`src/design/rpf3_pkg.sv`:
```
`timescale 1ns / 1ps
`default_nettype none
package rpf3_pkg;

	localparam int AXES    = 3;
	localparam int DATA_W  = 32;
	localparam int DT_W    = 16;
	localparam int GAIN_W  = 16;
	localparam int MUL_A_W = GAIN_W + 1;
	localparam int MUL_B_W = DATA_W + 1;
	localparam int PROD_W  = MUL_A_W + MUL_B_W;
	localparam int D_W     = PROD_W - 8;
	localparam int DLO_W   = 16;
	localparam int DHI_W   = D_W - DLO_W;
	localparam int SUM_W   = PROD_W + 2;
	localparam int CFG_IDX_W = 2;

	localparam logic [GAIN_W-1:0] NAT_FREQ_SQ_RESET = 16'd6400;
	localparam logic [GAIN_W-1:0] DAMPING_RESET     = 16'd2560;

	localparam logic [CFG_IDX_W-1:0] REG_NAT_FREQ_SQ = 2'd0;
	localparam logic [CFG_IDX_W-1:0] REG_DAMPING     = 2'd1;

	typedef logic [1:0] axis_t;
	localparam axis_t AXIS_FIRST = 2'd0;
	localparam axis_t AXIS_LAST  = axis_t'(AXES - 1);

	typedef struct packed {
		logic                     command;
		logic [DT_W-1:0]          step_time;
		logic signed [DATA_W-1:0] in_x;
		logic signed [DATA_W-1:0] in_y;
		logic signed [DATA_W-1:0] in_z;
	} in_item_t;

	typedef struct packed {
		logic signed [DATA_W-1:0] pos_x;
		logic signed [DATA_W-1:0] pos_y;
		logic signed [DATA_W-1:0] pos_z;
		logic signed [DATA_W-1:0] vel_x;
		logic signed [DATA_W-1:0] vel_y;
		logic signed [DATA_W-1:0] vel_z;
		logic signed [DATA_W-1:0] acc_x;
		logic signed [DATA_W-1:0] acc_y;
		logic signed [DATA_W-1:0] acc_z;
	} out_item_t;

	localparam logic CMD_STEP = 1'b0;
	localparam logic CMD_LOAD = 1'b1;

	// multiplier operations, in issue order per axis
	typedef enum logic [2:0] {
		MUL_WN2_ERR,
		MUL_DAMP_ACC,
		MUL_DT_VEL,
		MUL_DT_ACC,
		MUL_DT_DLO,
		MUL_DT_DHI
	} mul_op_t;

	localparam mul_op_t MUL_FIRST = MUL_WN2_ERR;
	localparam mul_op_t MUL_LAST  = MUL_DT_DHI;

	// what is done with the registered product in the cycle after its multiply
	typedef enum logic [2:0] {
		USE_NONE,
		USE_S_SET,
		USE_S_SUB,
		USE_POS,
		USE_VEL,
		USE_TLO,
		USE_ACC
	} use_op_t;

	typedef enum logic [2:0] {
		ST_IDLE,
		ST_LOAD,
		ST_RUN,
		ST_DRAIN,
		ST_FINISH
	} ctl_state_t;

	typedef struct packed {
		logic    capture;
		logic    load;
		mul_op_t mul_op;
		axis_t   mul_axis;
		use_op_t use_op;
		axis_t   use_axis;
		logic    load_out;
	} ctl_cmd_t;

	function automatic use_op_t use_of(input mul_op_t op);
		use_op_t r;
		unique case (op)
			MUL_WN2_ERR:  r = USE_S_SET;
			MUL_DAMP_ACC: r = USE_S_SUB;
			MUL_DT_VEL:   r = USE_POS;
			MUL_DT_ACC:   r = USE_VEL;
			MUL_DT_DLO:   r = USE_TLO;
			MUL_DT_DHI:   r = USE_ACC;
			default:      r = USE_NONE;
		endcase
		return r;
	endfunction

	function automatic logic signed [DATA_W-1:0] sat32(input logic signed [SUM_W-1:0] v);
		logic signed [DATA_W-1:0] r;
		if ((&v[SUM_W-1:DATA_W-1]) || !(|v[SUM_W-1:DATA_W-1])) begin
			r = v[DATA_W-1:0];
		end else if (v[SUM_W-1]) begin
			r = {1'b1, {(DATA_W-1){1'b0}}};
		end else begin
			r = {1'b0, {(DATA_W-1){1'b1}}};
		end
		return r;
	endfunction

endpackage
`default_nettype wire

```
`src/design/rpf3_ctrl.sv`:
```
`timescale 1ns / 1ps
`default_nettype none
module rpf3_ctrl
	import rpf3_pkg::*;
(
	input  wire logic     clk,
	input  wire logic     arst_n,
	input  wire logic     in_valid,
	output logic          in_ready,
	input  wire logic     in_command,
	output logic          res_valid,
	input  wire logic     res_ready,
	output ctl_cmd_t      cmd
);

	ctl_state_t state_q, state_d;
	mul_op_t    phase_q, phase_d;
	axis_t      axis_q, axis_d;
	use_op_t    use_q, use_d;
	axis_t      use_axis_q, use_axis_d;
	logic       res_valid_q;
	logic       in_acc;

	assign in_acc    = in_valid && in_ready;
	assign res_valid = res_valid_q;

	always_ff @(posedge clk or negedge arst_n) begin
		if (!arst_n) begin
			state_q     <= ST_IDLE;
			phase_q     <= MUL_FIRST;
			axis_q      <= AXIS_FIRST;
			use_q       <= USE_NONE;
			use_axis_q  <= AXIS_FIRST;
			res_valid_q <= 1'b0;
		end else begin
			state_q    <= state_d;
			phase_q    <= phase_d;
			axis_q     <= axis_d;
			use_q      <= use_d;
			use_axis_q <= use_axis_d;
			if (cmd.load_out) begin
				res_valid_q <= 1'b1;
			end else if (res_ready) begin
				res_valid_q <= 1'b0;
			end
		end
	end

	always_comb begin
		state_d      = state_q;
		phase_d      = phase_q;
		axis_d       = axis_q;
		use_d        = USE_NONE;
		use_axis_d   = axis_q;
		in_ready     = 1'b0;
		cmd          = '0;
		cmd.mul_op   = phase_q;
		cmd.mul_axis = axis_q;
		cmd.use_op   = use_q;
		cmd.use_axis = use_axis_q;
		unique case (state_q)
			ST_IDLE: begin
				in_ready    = 1'b1;
				cmd.capture = in_valid;
				phase_d     = MUL_FIRST;
				axis_d      = AXIS_FIRST;
				if (in_valid) begin
					state_d = (in_command == CMD_LOAD) ? ST_LOAD : ST_RUN;
				end
			end
			ST_LOAD: begin
				cmd.load = 1'b1;
				state_d  = ST_FINISH;
			end
			ST_RUN: begin
				use_d      = use_of(phase_q);
				use_axis_d = axis_q;
				if (phase_q == MUL_LAST) begin
					phase_d = MUL_FIRST;
					if (axis_q == AXIS_LAST) begin
						state_d = ST_DRAIN;
					end else begin
						axis_d = axis_q + axis_t'(1);
					end
				end else begin
					phase_d = mul_op_t'(phase_q + 3'd1);
				end
			end
			ST_DRAIN: begin
				state_d = ST_FINISH;
			end
			ST_FINISH: begin
				// wait until the output register is free
				if (!res_valid_q || res_ready) begin
					cmd.load_out = 1'b1;
					state_d      = ST_IDLE;
				end
			end
			default: begin
				state_d = ST_IDLE;
			end
		endcase
	end

	a_load_out_free: assert property (@(posedge clk) disable iff (!arst_n)
		cmd.load_out |-> (!res_valid_q || res_ready))
		else $error("result register overwritten while still held");

	a_use_only_busy: assert property (@(posedge clk) disable iff (!arst_n)
		(use_q != USE_NONE) |-> (state_q == ST_RUN || state_q == ST_DRAIN))
		else $error("product consumed outside of a filter step");

	a_step_starts: assert property (@(posedge clk) disable iff (!arst_n)
		(in_acc && in_command == CMD_STEP) |=>
			(state_q == ST_RUN && phase_q == MUL_FIRST && axis_q == AXIS_FIRST))
		else $error("filter step did not start at the first axis");

	a_drain_finish: assert property (@(posedge clk) disable iff (!arst_n)
		(state_q == ST_DRAIN) |=> (state_q == ST_FINISH && $past(use_q) == USE_ACC))
		else $error("drain did not retire the last acceleration update");

endmodule
`default_nettype wire

```
`src/design/rpf3_datapath.sv`:
```
`timescale 1ns / 1ps
`default_nettype none
module rpf3_datapath
	import rpf3_pkg::*;
(
	input  wire logic                 clk,
	input  wire logic                 arst_n,
	input  wire ctl_cmd_t             cmd,
	input  wire in_item_t             in_item,
	input  wire logic                 cfg_we,
	input  wire logic [CFG_IDX_W-1:0] cfg_index,
	input  wire logic [GAIN_W-1:0]    cfg_data,
	output out_item_t                 res_item
);

	in_item_t                  in_q;
	out_item_t                 out_q;
	logic [GAIN_W-1:0]         nfs_q;
	logic [GAIN_W-1:0]         damp_q;
	logic signed [DATA_W-1:0]  pos_q [AXES];
	logic signed [DATA_W-1:0]  vel_q [AXES];
	logic signed [DATA_W-1:0]  acc_q [AXES];
	logic signed [PROD_W-1:0]  s_q;
	logic [DLO_W-1:0]          t_q;
	logic signed [PROD_W-1:0]  prod_s1;
	logic signed [DATA_W-1:0]  addend_s1;

	logic signed [DATA_W-1:0]  u_rd, p_rd, v_rd, a_rd;
	logic signed [D_W-1:0]     d_c;
	logic signed [MUL_A_W-1:0] mul_a;
	logic signed [MUL_B_W-1:0] mul_b;
	logic signed [PROD_W-1:0]  prod_c;
	logic signed [DATA_W-1:0]  addend_c;
	logic signed [SUM_W-1:0]   sum_pv;
	logic signed [SUM_W-1:0]   sum_acc;
	logic signed [DATA_W-1:0]  new_pv;
	logic signed [DATA_W-1:0]  new_acc;

	assign res_item = out_q;

	always_comb begin
		unique case (cmd.mul_axis)
			2'd0:    u_rd = in_q.in_x;
			2'd1:    u_rd = in_q.in_y;
			default: u_rd = in_q.in_z;
		endcase
	end

	assign p_rd = pos_q[cmd.mul_axis];
	assign v_rd = vel_q[cmd.mul_axis];
	assign a_rd = acc_q[cmd.mul_axis];
	assign d_c  = s_q[PROD_W-1:8];

	always_comb begin
		mul_a    = signed'({1'b0, in_q.step_time});
		mul_b    = '0;
		addend_c = '0;
		unique case (cmd.mul_op)
			MUL_WN2_ERR: begin
				mul_a = signed'({1'b0, nfs_q});
				mul_b = {u_rd[DATA_W-1], u_rd} - {v_rd[DATA_W-1], v_rd};
			end
			MUL_DAMP_ACC: begin
				mul_a = signed'({1'b0, damp_q});
				mul_b = {a_rd[DATA_W-1], a_rd};
			end
			MUL_DT_VEL: begin
				mul_b    = {v_rd[DATA_W-1], v_rd};
				addend_c = p_rd;
			end
			MUL_DT_ACC: begin
				mul_b    = {a_rd[DATA_W-1], a_rd};
				addend_c = v_rd;
			end
			MUL_DT_DLO: begin
				// low part of d is unsigned, its product stays below 2^32
				mul_b = signed'({{(MUL_B_W-DLO_W){1'b0}}, d_c[DLO_W-1:0]});
			end
			MUL_DT_DHI: begin
				mul_b    = {{(MUL_B_W-DHI_W){d_c[D_W-1]}}, d_c[D_W-1:DLO_W]};
				addend_c = a_rd;
			end
			default: begin
				mul_b = '0;
			end
		endcase
	end

	assign prod_c  = PROD_W'(mul_a * mul_b);
	assign sum_pv  = SUM_W'(addend_s1) + SUM_W'(prod_s1 >>> 16);
	// floor(dt*d/2^16) = dt*d_hi + floor(dt*d_lo/2^16)
	assign sum_acc = SUM_W'(addend_s1) + SUM_W'(prod_s1) + SUM_W'(signed'({1'b0, t_q}));
	assign new_pv  = sat32(sum_pv);
	assign new_acc = sat32(sum_acc);

	always_ff @(posedge clk) begin
		prod_s1   <= prod_c;
		addend_s1 <= addend_c;
		if (cmd.capture) begin
			in_q <= in_item;
		end
		unique case (cmd.use_op)
			USE_S_SET: s_q <= prod_s1;
			USE_S_SUB: s_q <= s_q - prod_s1;
			USE_TLO:   t_q <= prod_s1[2*DLO_W-1:DLO_W];
			default: begin
			end
		endcase
		if (cmd.load_out) begin
			out_q.pos_x <= pos_q[0];
			out_q.pos_y <= pos_q[1];
			out_q.pos_z <= pos_q[2];
			out_q.vel_x <= vel_q[0];
			out_q.vel_y <= vel_q[1];
			out_q.vel_z <= vel_q[2];
			out_q.acc_x <= acc_q[0];
			out_q.acc_y <= acc_q[1];
			out_q.acc_z <= acc_q[2];
		end
	end

	always_ff @(posedge clk or negedge arst_n) begin
		if (!arst_n) begin
			nfs_q  <= NAT_FREQ_SQ_RESET;
			damp_q <= DAMPING_RESET;
		end else if (cfg_we) begin
			if (cfg_index == REG_NAT_FREQ_SQ) begin
				nfs_q <= cfg_data;
			end else if (cfg_index == REG_DAMPING) begin
				damp_q <= cfg_data;
			end
		end
	end

	always_ff @(posedge clk or negedge arst_n) begin
		if (!arst_n) begin
			for (int i = 0; i < AXES; i++) begin
				pos_q[i] <= '0;
				vel_q[i] <= '0;
				acc_q[i] <= '0;
			end
		end else if (cmd.load) begin
			pos_q[0] <= in_q.in_x;
			pos_q[1] <= in_q.in_y;
			pos_q[2] <= in_q.in_z;
			for (int i = 0; i < AXES; i++) begin
				vel_q[i] <= '0;
				acc_q[i] <= '0;
			end
		end else begin
			unique case (cmd.use_op)
				USE_POS: pos_q[cmd.use_axis] <= new_pv;
				USE_VEL: vel_q[cmd.use_axis] <= new_pv;
				USE_ACC: acc_q[cmd.use_axis] <= new_acc;
				default: begin
				end
			endcase
		end
	end

endmodule
`default_nettype wire

```
`src/design/reference_prefilter_three_axis_core.sv`:
```
// three-axis reference prefilter: velocity command in, position, velocity and
// acceleration references out, one third-order filter per axis stepped by euler
// input channel in_valid / in_ready / in_item: command step or load, step_time dt,
// and the three axis values; output channel res_valid / res_ready / res_item holds
// the new state after every request, exactly one result per request
// configuration channel cfg_valid / cfg_ready / cfg_index / cfg_data is always ready;
// index 0 is wn squared, index 1 the damping gain (unsigned q8.8), others ignored
// a step request runs on one shared 17x33 multiplier (6 products per axis,
// 3 axes), then a drain and an output state; the result is registered and the
// next request can be taken once the result has gone into the output register
// a load request sets positions and clears velocity and acceleration
// one request is in work at a time; a finished result sits in the output register
// while the next request is accepted, and if the receiver stalls the block holds
// its final write until the output register is free
// reset clears positions, velocities and accelerations to zero and restores the default gains
`timescale 1ns / 1ps
`default_nettype none
module reference_prefilter_three_axis_core
	import rpf3_pkg::*;
(
	input  wire logic                 clk,
	input  wire logic                 arst_n,
	input  wire logic                 in_valid,
	output logic                      in_ready,
	input  wire in_item_t             in_item,
	output logic                      res_valid,
	input  wire logic                 res_ready,
	output out_item_t                 res_item,
	input  wire logic                 cfg_valid,
	output logic                      cfg_ready,
	input  wire logic [CFG_IDX_W-1:0] cfg_index,
	input  wire logic [GAIN_W-1:0]    cfg_data
);

	ctl_cmd_t cmd;

	assign cfg_ready = 1'b1;

	rpf3_ctrl u_ctrl (
		.clk        (clk),
		.arst_n     (arst_n),
		.in_valid   (in_valid),
		.in_ready   (in_ready),
		.in_command (in_item.command),
		.res_valid  (res_valid),
		.res_ready  (res_ready),
		.cmd        (cmd)
	);

	rpf3_datapath u_datapath (
		.clk       (clk),
		.arst_n    (arst_n),
		.cmd       (cmd),
		.in_item   (in_item),
		.cfg_we    (cfg_valid && cfg_ready),
		.cfg_index (cfg_index),
		.cfg_data  (cfg_data),
		.res_item  (res_item)
	);

endmodule
`default_nettype wire
```
`config.mk`:
```
export PLATFORM = sky130hd
export DESIGN_NAME = reference_prefilter_three_axis_core
export DESIGN_NICKNAME = d
export VERILOG_FILES = /design/src/design/rpf3_pkg.sv /design/src/design/rpf3_ctrl.sv /design/src/design/rpf3_datapath.sv /design/src/design/reference_prefilter_three_axis_core.sv
export SDC_FILE = /design/constraint.sdc
export NUM_CORES = 2
export LEC_CHECK = 0
export ABC_AREA = 0
export BUFFER_PORTS_ARGS = -buffer_cell sky130_fd_sc_hd__buf_2
export CAP_MARGIN = 20
export CORE_MARGIN = 8
export CORE_UTILIZATION = 45
export DETAILED_ROUTE_END_ITERATION = 10
export MAX_ROUTING_LAYER = met4
export SLEW_MARGIN = 30
export SYNTH_ARGS = -nofsm -noshare
export SYNTH_HDL_FRONTEND = slang
export SYNTH_SLANG_ARGS = --single-unit
```
`constraint.sdc`:
```
create_clock -name clk -period 32 [get_ports clk]
set_clock_uncertainty 0.05 [all_clocks]
set_input_delay 6.4 -clock clk [delete_from_list [all_inputs] [get_ports clk]]
set_output_delay 6.4 -clock clk [all_outputs]
set_load 0.05 [all_outputs]
```
* Yosys cells after proc, flatten, opt, wreduce, memory -nomap -nowiden
Index checks and enable logic that the tools add are counted.
** Word-level totals
- Input port bits :: 136
- Output and inout bits :: 291
- Logic and storage cells :: 147
- Register bits after elaboration :: 882
** Cells by class
- Magnitude comparators :: 3
- Mux-type cells :: 49
- Eq/ne operators :: 23
- Add/sub/neg operators :: 7
- Reductions and logical operators :: 27
- Multipliers :: 1
- Bitwise gates (word level) :: 3
** Operator list (number)
- 96-bit two-way mux :: 6
- 32-bit two-way mux :: 11
- 96-bit bitwise mux :: 3
- 32-bit binary-select mux with 2-bit select :: 3
- 33-bit one-hot mux with 5 select lines :: 1
- 50-bit one-hot mux with 2 select lines :: 1
- 32-bit one-hot mux with 3 select lines :: 1
- 32-bit demux with 2-bit select :: 1
- 32-bit one-hot mux with 2 select lines :: 1
- 52-bit by 17-bit adder with 52-bit output :: 1
- 32-bit by 50-bit adder with 51-bit output :: 1
- 17-bit by 33-bit multiplier with 50-bit output :: 1
- 50-bit subtractor :: 1
- 21-bit AND reduction :: 2
- 21-bit OR reduction :: 2
- 32-bit by 34-bit adder with 35-bit output :: 1
- 32-bit by 32-bit subtractor with 33-bit output :: 1
- 16-bit one-hot mux with 2 select lines :: 1
- 3-bit by 2-bit equality test with 1-bit output (second input constant) :: 6
- 3-bit equality test (second input constant) :: 6
- 3-bit two-way mux :: 6
- 3-bit one-hot mux with 6 select lines :: 1
- 3-bit one-hot mux with 4 select lines :: 1
- 2-bit nonzero test :: 6
- 24 further kinds :: 48

* Logic depth before layout (Yosys ltp)
- Depth after elaboration :: 9
- Mapped depth :: 55
- Depth with buffers taken out :: 48

* Modules after synthesis
A second synthesis with hierarchy kept.
** Unflattened totals
- Cell total of the unflattened synthesis :: 6231
- Area total of the unflattened synthesis :: 62403.6 sq um
** By module, submodules not included
- rpf3_datapath :: area an instance 61741.7 sq um, instances 1, seq. area each 23648.9 sq um, cells each 6167
- rpf3_ctrl :: area an instance 650.6 sq um, instances 1, seq. area each 350.3 sq um, cells each 62
- reference_prefilter_three_axis_core :: area an instance 11.3 sq um, instances 1, seq. area each 0.0 sq um, cells each 2

* Worst setup path after synthesis
OpenSTA, ideal clock, no wires.
- Path kind :: in2reg
- Start :: in res_ready
- End :: reg u_datapath.out_q (netlist bit u_datapath.res_item[0]) (enable)
- Stages :: 2
- Arrival time :: 13.099 ns
- Library setup time :: 0.688 ns
- Buffers on the path :: 0
- Path slack :: 18.164 ns
- Path through :: nand2b_1 -> and3_1
** RTL lines
- start: declaration :: RTL line reference_prefilter_three_axis_core.sv:27 : input wire logic res_ready,
- end: declaration :: RTL line rpf3_datapath.sv:17 : out_item_t out_q;

* Worst setup path in the final report
- Start :: reg u_ctrl.axis_q[1]
- End :: reg u_datapath.prod_s1[48]
** Between the ends
- Cells in the longest elaborated chain, start to end :: 7
- Elaborated cells on any way between the ends :: 13
** Ends and longest elaborated chain
- start: declaration :: RTL line rpf3_ctrl.sv:18 : axis_t axis_q, axis_d;
- start signal: assignment :: RTL line rpf3_ctrl.sv:38 : axis_q <= axis_d;
- 2-bit inverter with 3-bit output (implied by the code) :: RTL line rpf3_datapath.sv:50, rpf3_datapath.sv:51
- 32-bit binary-select mux with 2-bit select :: RTL line rpf3_datapath.sv:50 : assign v_rd = vel_q[cmd.mul_axis];
- 32-bit two-way mux (implied by the code) (2 in a row) :: RTL line rpf3_datapath.sv:50
- 32-bit by 32-bit subtractor with 33-bit output :: RTL line rpf3_datapath.sv:61 : mul_b = {u_rd[DATA_W-1], u_rd} - {v_rd[DATA_W-1], v_rd};
- 33-bit one-hot mux with 5 select lines * :: RTL line rpf3_datapath.sv:58 : unique case (cmd.mul_op)
- 17-bit by 33-bit multiplier with 50-bit output * :: RTL line rpf3_datapath.sv:89 : assign prod_c = PROD_W'(mul_a * mul_b);
- net u_datapath.prod_c[48] :: RTL line rpf3_datapath.sv:32 : logic signed [PROD_W-1:0] prod_c;
- end signal: assignment :: RTL line rpf3_datapath.sv:97 : prod_s1 <= prod_c;
- end: declaration :: RTL line rpf3_datapath.sv:25 : logic signed [PROD_W-1:0] prod_s1;
The timed path passes the listed nets; every way through them passes the cells marked *. The select of a mux whose other input is x is not followed.
A chain may end at the register's enable or synchronous reset.

==> summary.md <==
| Metric | Value |
|---|---|
| Status | finished, final reports clean |
| Crit path DAT | 15.02 ns |
| CTS max path bufs | 3 |
| Initial Util | 45.2% |
| CP max stage delay | 0.82 ns |
| Peak Freq | 69.0 MHz |
| Max transition margin | 24.1% |
| Post-synth EDFFs | 466 |
| GR Overflow Total | 0 |
| Initial DRC count | 5,345 |
| First-pass GRT wire length | 339,000 um |
| Core Area | 137,000 um^2 |
| Syn avg cell area | 10.1 um^2 |
| Syn Nets | 7,063 |
| Total negative slack | 0 ns |
| Setup CP Type | reg -> reg |
| Worst Setup End Kind | register |
| Initial antenna violation count | 8 |
| Slowest-stage cell, CP | dfrtp_4 |
| Crit path top cell by count | o21ai_0 |
| Post-CTS sizing | 0 |
| DRC errors left | 0 |
| Worst setup SP type | register |
| Die width | 387 um |
| Syn Inst Count | 6,118 |
| Port Buffer Count | 425 |
| Share of cells above drive strength 1 | 13.0% |
| Final slew viol count | 0 |
| Hold-fix buffer count after cts | 0 |
| Vias per inst | 5.94 |
| Dpl hpwl | 179,000 um |
| Die H | 387 um |
| Final setup fails | 0 |
| Post-CTS Setup Inserts | 0 |
| Worst hold path type | reg -> reg |
| Post-layout util | 51.0% |
| Critical path fanouts, max | 37 |
| 1st-pass router iterations | 9 |
| I/O pins | 427 |
| Num rows | 136 |
| CTS tree | yes |
| Largest net degree at the start of global routing | 190 |
| Final Hold Fails | 0 |
| Actual slew at the worst max-slew pin | 1.13 ns |
| Routed Antenna Nets | 0 |
| Seq cells post-synth | 882 |
| H-tree depth | 3 |
| Seq/Total Area, Yosys | 38.7% |
| Vias in the first global route | 49,500 |
| Final Critical Period | 14.50 ns |
| RSZ-0062 raised after global routing | false |
| Area growth syn-to-layout | 12.8% |
| Post-synthesis cell type count | 97 |
| Fraction of registers with async set/reset | 37.9% |
| Reg-to-reg slack, setup | 17.50 ns |
| Later-pin clock latency in the skew report | 0.74 ns |
| # nets final | 7,425 |
| Wire length per cell | 27.6 um |
| Total GRT Usage | 31.0% |
| Worst EP required | 32.52 ns |
| GPL Wtd Cong | 1.02 |
| Max cap viols | 0 |
| # clock sinks | 882 |
| Clock slew at reported path FFs | 0.06 ns |
| Die footprint | 150,000 um^2 |
| Synthesized area | 62,000 um^2 |
| Final period util | 45.3% |
| Via count | 49,600 |
| CTS Buf Count | 95 |
| YS warnings | 0 |
| WL final | 231,000 um |
| Root Buffer | clkbuf_16 |
| Dominant synthesized flop cell | edfxtp_1 |
[cell type report]
| type | count | area, um^2 |
|---|---|---|
| diodes | 4 | 10.0 |
| clock buffers | 130 | 2630 |
| clock inverters | 49 | 523 |
| fillers | 12600 | 67200 |
| inverters | 705 | 2650 |
| multi-input cells | 4250 | 34700 |
| flip-flops and latches | 882 | 24000 |
| well taps | 1794 | 2240 |
| repair buffers | 546 | 3190 |
[placed cells by master (no fill, tap or decap), types with 82 or more instances in the layout]
cell	instances
o21ai_0	352
fa_1	508
a21oi_1	418
o21ai_1	85
buf_4	111
buf_2	424
nand2_1	698
dfxtp_1	82
inv_1	704
clkbuf_16	97
xnor2_1	118
a221o_1	96
a21o_1	131
or3_1	105
xor2_1	85
ha_1	301
dfrtp_1	326
nor2_1	302
mux2i_1	126
edfxtp_1	466
[sequential cells by signal (all words and copies together) (netlist names)]
register	count
u_ctrl.res_valid	1
u_datapath.pos_q	96
u_ctrl.state_q	3
u_datapath.t_q	16
u_datapath.vel_q	96
u_ctrl.axis_q	2
u_datapath.acc_q	96
u_ctrl.use_q	3
u_datapath.res_item	288
u_datapath.prod_s1	50
u_datapath.s_q	50
u_datapath.in_q	112
u_ctrl.phase_q	3
u_datapath.addend_s1	32
u_datapath.damp_q	16
u_datapath.nfs_q	16
u_ctrl.use_axis_q	2
[critical path: cells and delay by family (launching register included)]
| family | cells | cell delay [ns] |
|---|---|---|
| buffers and inverters | 6 | 1.64 |
| adders and majority gates | 8 | 3.70 |
| muxes | 1 | 0.17 |
| xor gates and xnor gates | 2 | 0.31 |
| DFF | 1 | 0.82 |
| AOI/OAI and AO/OA | 21 | 6.69 |
| and+or+nand+nor | 6 | 0.88 |
[routing by layer]
layer  wire, um  vias up  global-route usage, %
met5          0        -                      -
met4      14500        0                   15.3
met3      19200      571                   5.49
met2     105000     2430                   47.9
met1      92200    24800                   39.4
li1           -    21800                      -
[final timing paths]
| check | depth (start not counted) | startpoint | to |
|---|---|---|---|
| setup reg to reg | 44 | u_ctrl.axis_q[1]$_DFFE_PN0P_ | u_datapath.prod_s1[48]$_DFF_P_ |
| hold / removal | 0 | u_datapath.pos_q[26]$_DFFE_PN0P_ | u_datapath.res_item[218]$_DFFE_PP_ |
| hold reg to reg | 0 | u_datapath.pos_q[26]$_DFFE_PN0P_ | u_datapath.res_item[218]$_DFFE_PP_ |
| min in group asynchronous | 1 | arst_n | u_datapath.damp_q[8]$_DFFE_PN0P_ |
| setup / recovery | 44 | u_ctrl.axis_q[1]$_DFFE_PN0P_ | u_datapath.prod_s1[48]$_DFF_P_ |
| max in group asynchronous | 4 | arst_n | u_datapath.acc_q[69]$_DFFE_PN0P_ |
[cell usage after synthesis, drive strengths merged (96+ instances only)]
cell / count / area [um^2]
a21o: 131 / 983
a21oi: 439 / 2200
a221o: 96 / 961
clkbuf: 247 / 927
dfrtp: 329 / 8230
edfxtp: 466 / 14000
fa: 508 / 10200
ha: 301 / 3770
inv: 704 / 2640
mux2i: 126 / 1260
nand2: 698 / 2620
nor2: 323 / 1220
o21ai: 447 / 2250
or3: 105 / 657
xnor2: 126 / 1110
[per-stage QoR]
step                      hold slack, ns  worst slack, ns  std cells  area [um^2]
after floorplan                    0.326            18.16       6118        62000
after global placement             0.399            17.89       8170        66500
after detailed placement           0.403            17.60       8174        66700
after CTS                          0.390            17.54       8353        69800
after global routing               0.396            16.32       8358        69900
final                              0.382            17.50       8360        69900
[cell families (layout without fill, tap and decap cells)]
group | after synthesis | after routing | share of synthesized area [%]
adders and majority gates | 809 | 809 | 22.5
buffers and inverters | 986 | 1430 | 6.05
and+or+nand+nor | 1565 | 1565 | 11.8
muxes | 161 | 161 | 2.67
AOI/OAI and AO/OA | 1499 | 1499 | 15.2
DFF | 882 | 882 | 38.7
xor gates and xnor gates | 215 | 215 | 3.05
other | 1 | 5 | 0.00605
Power is left out: the tool's default activity adds up to more than one toggle a clock period on the data nets, which glitch-free logic cannot reach.
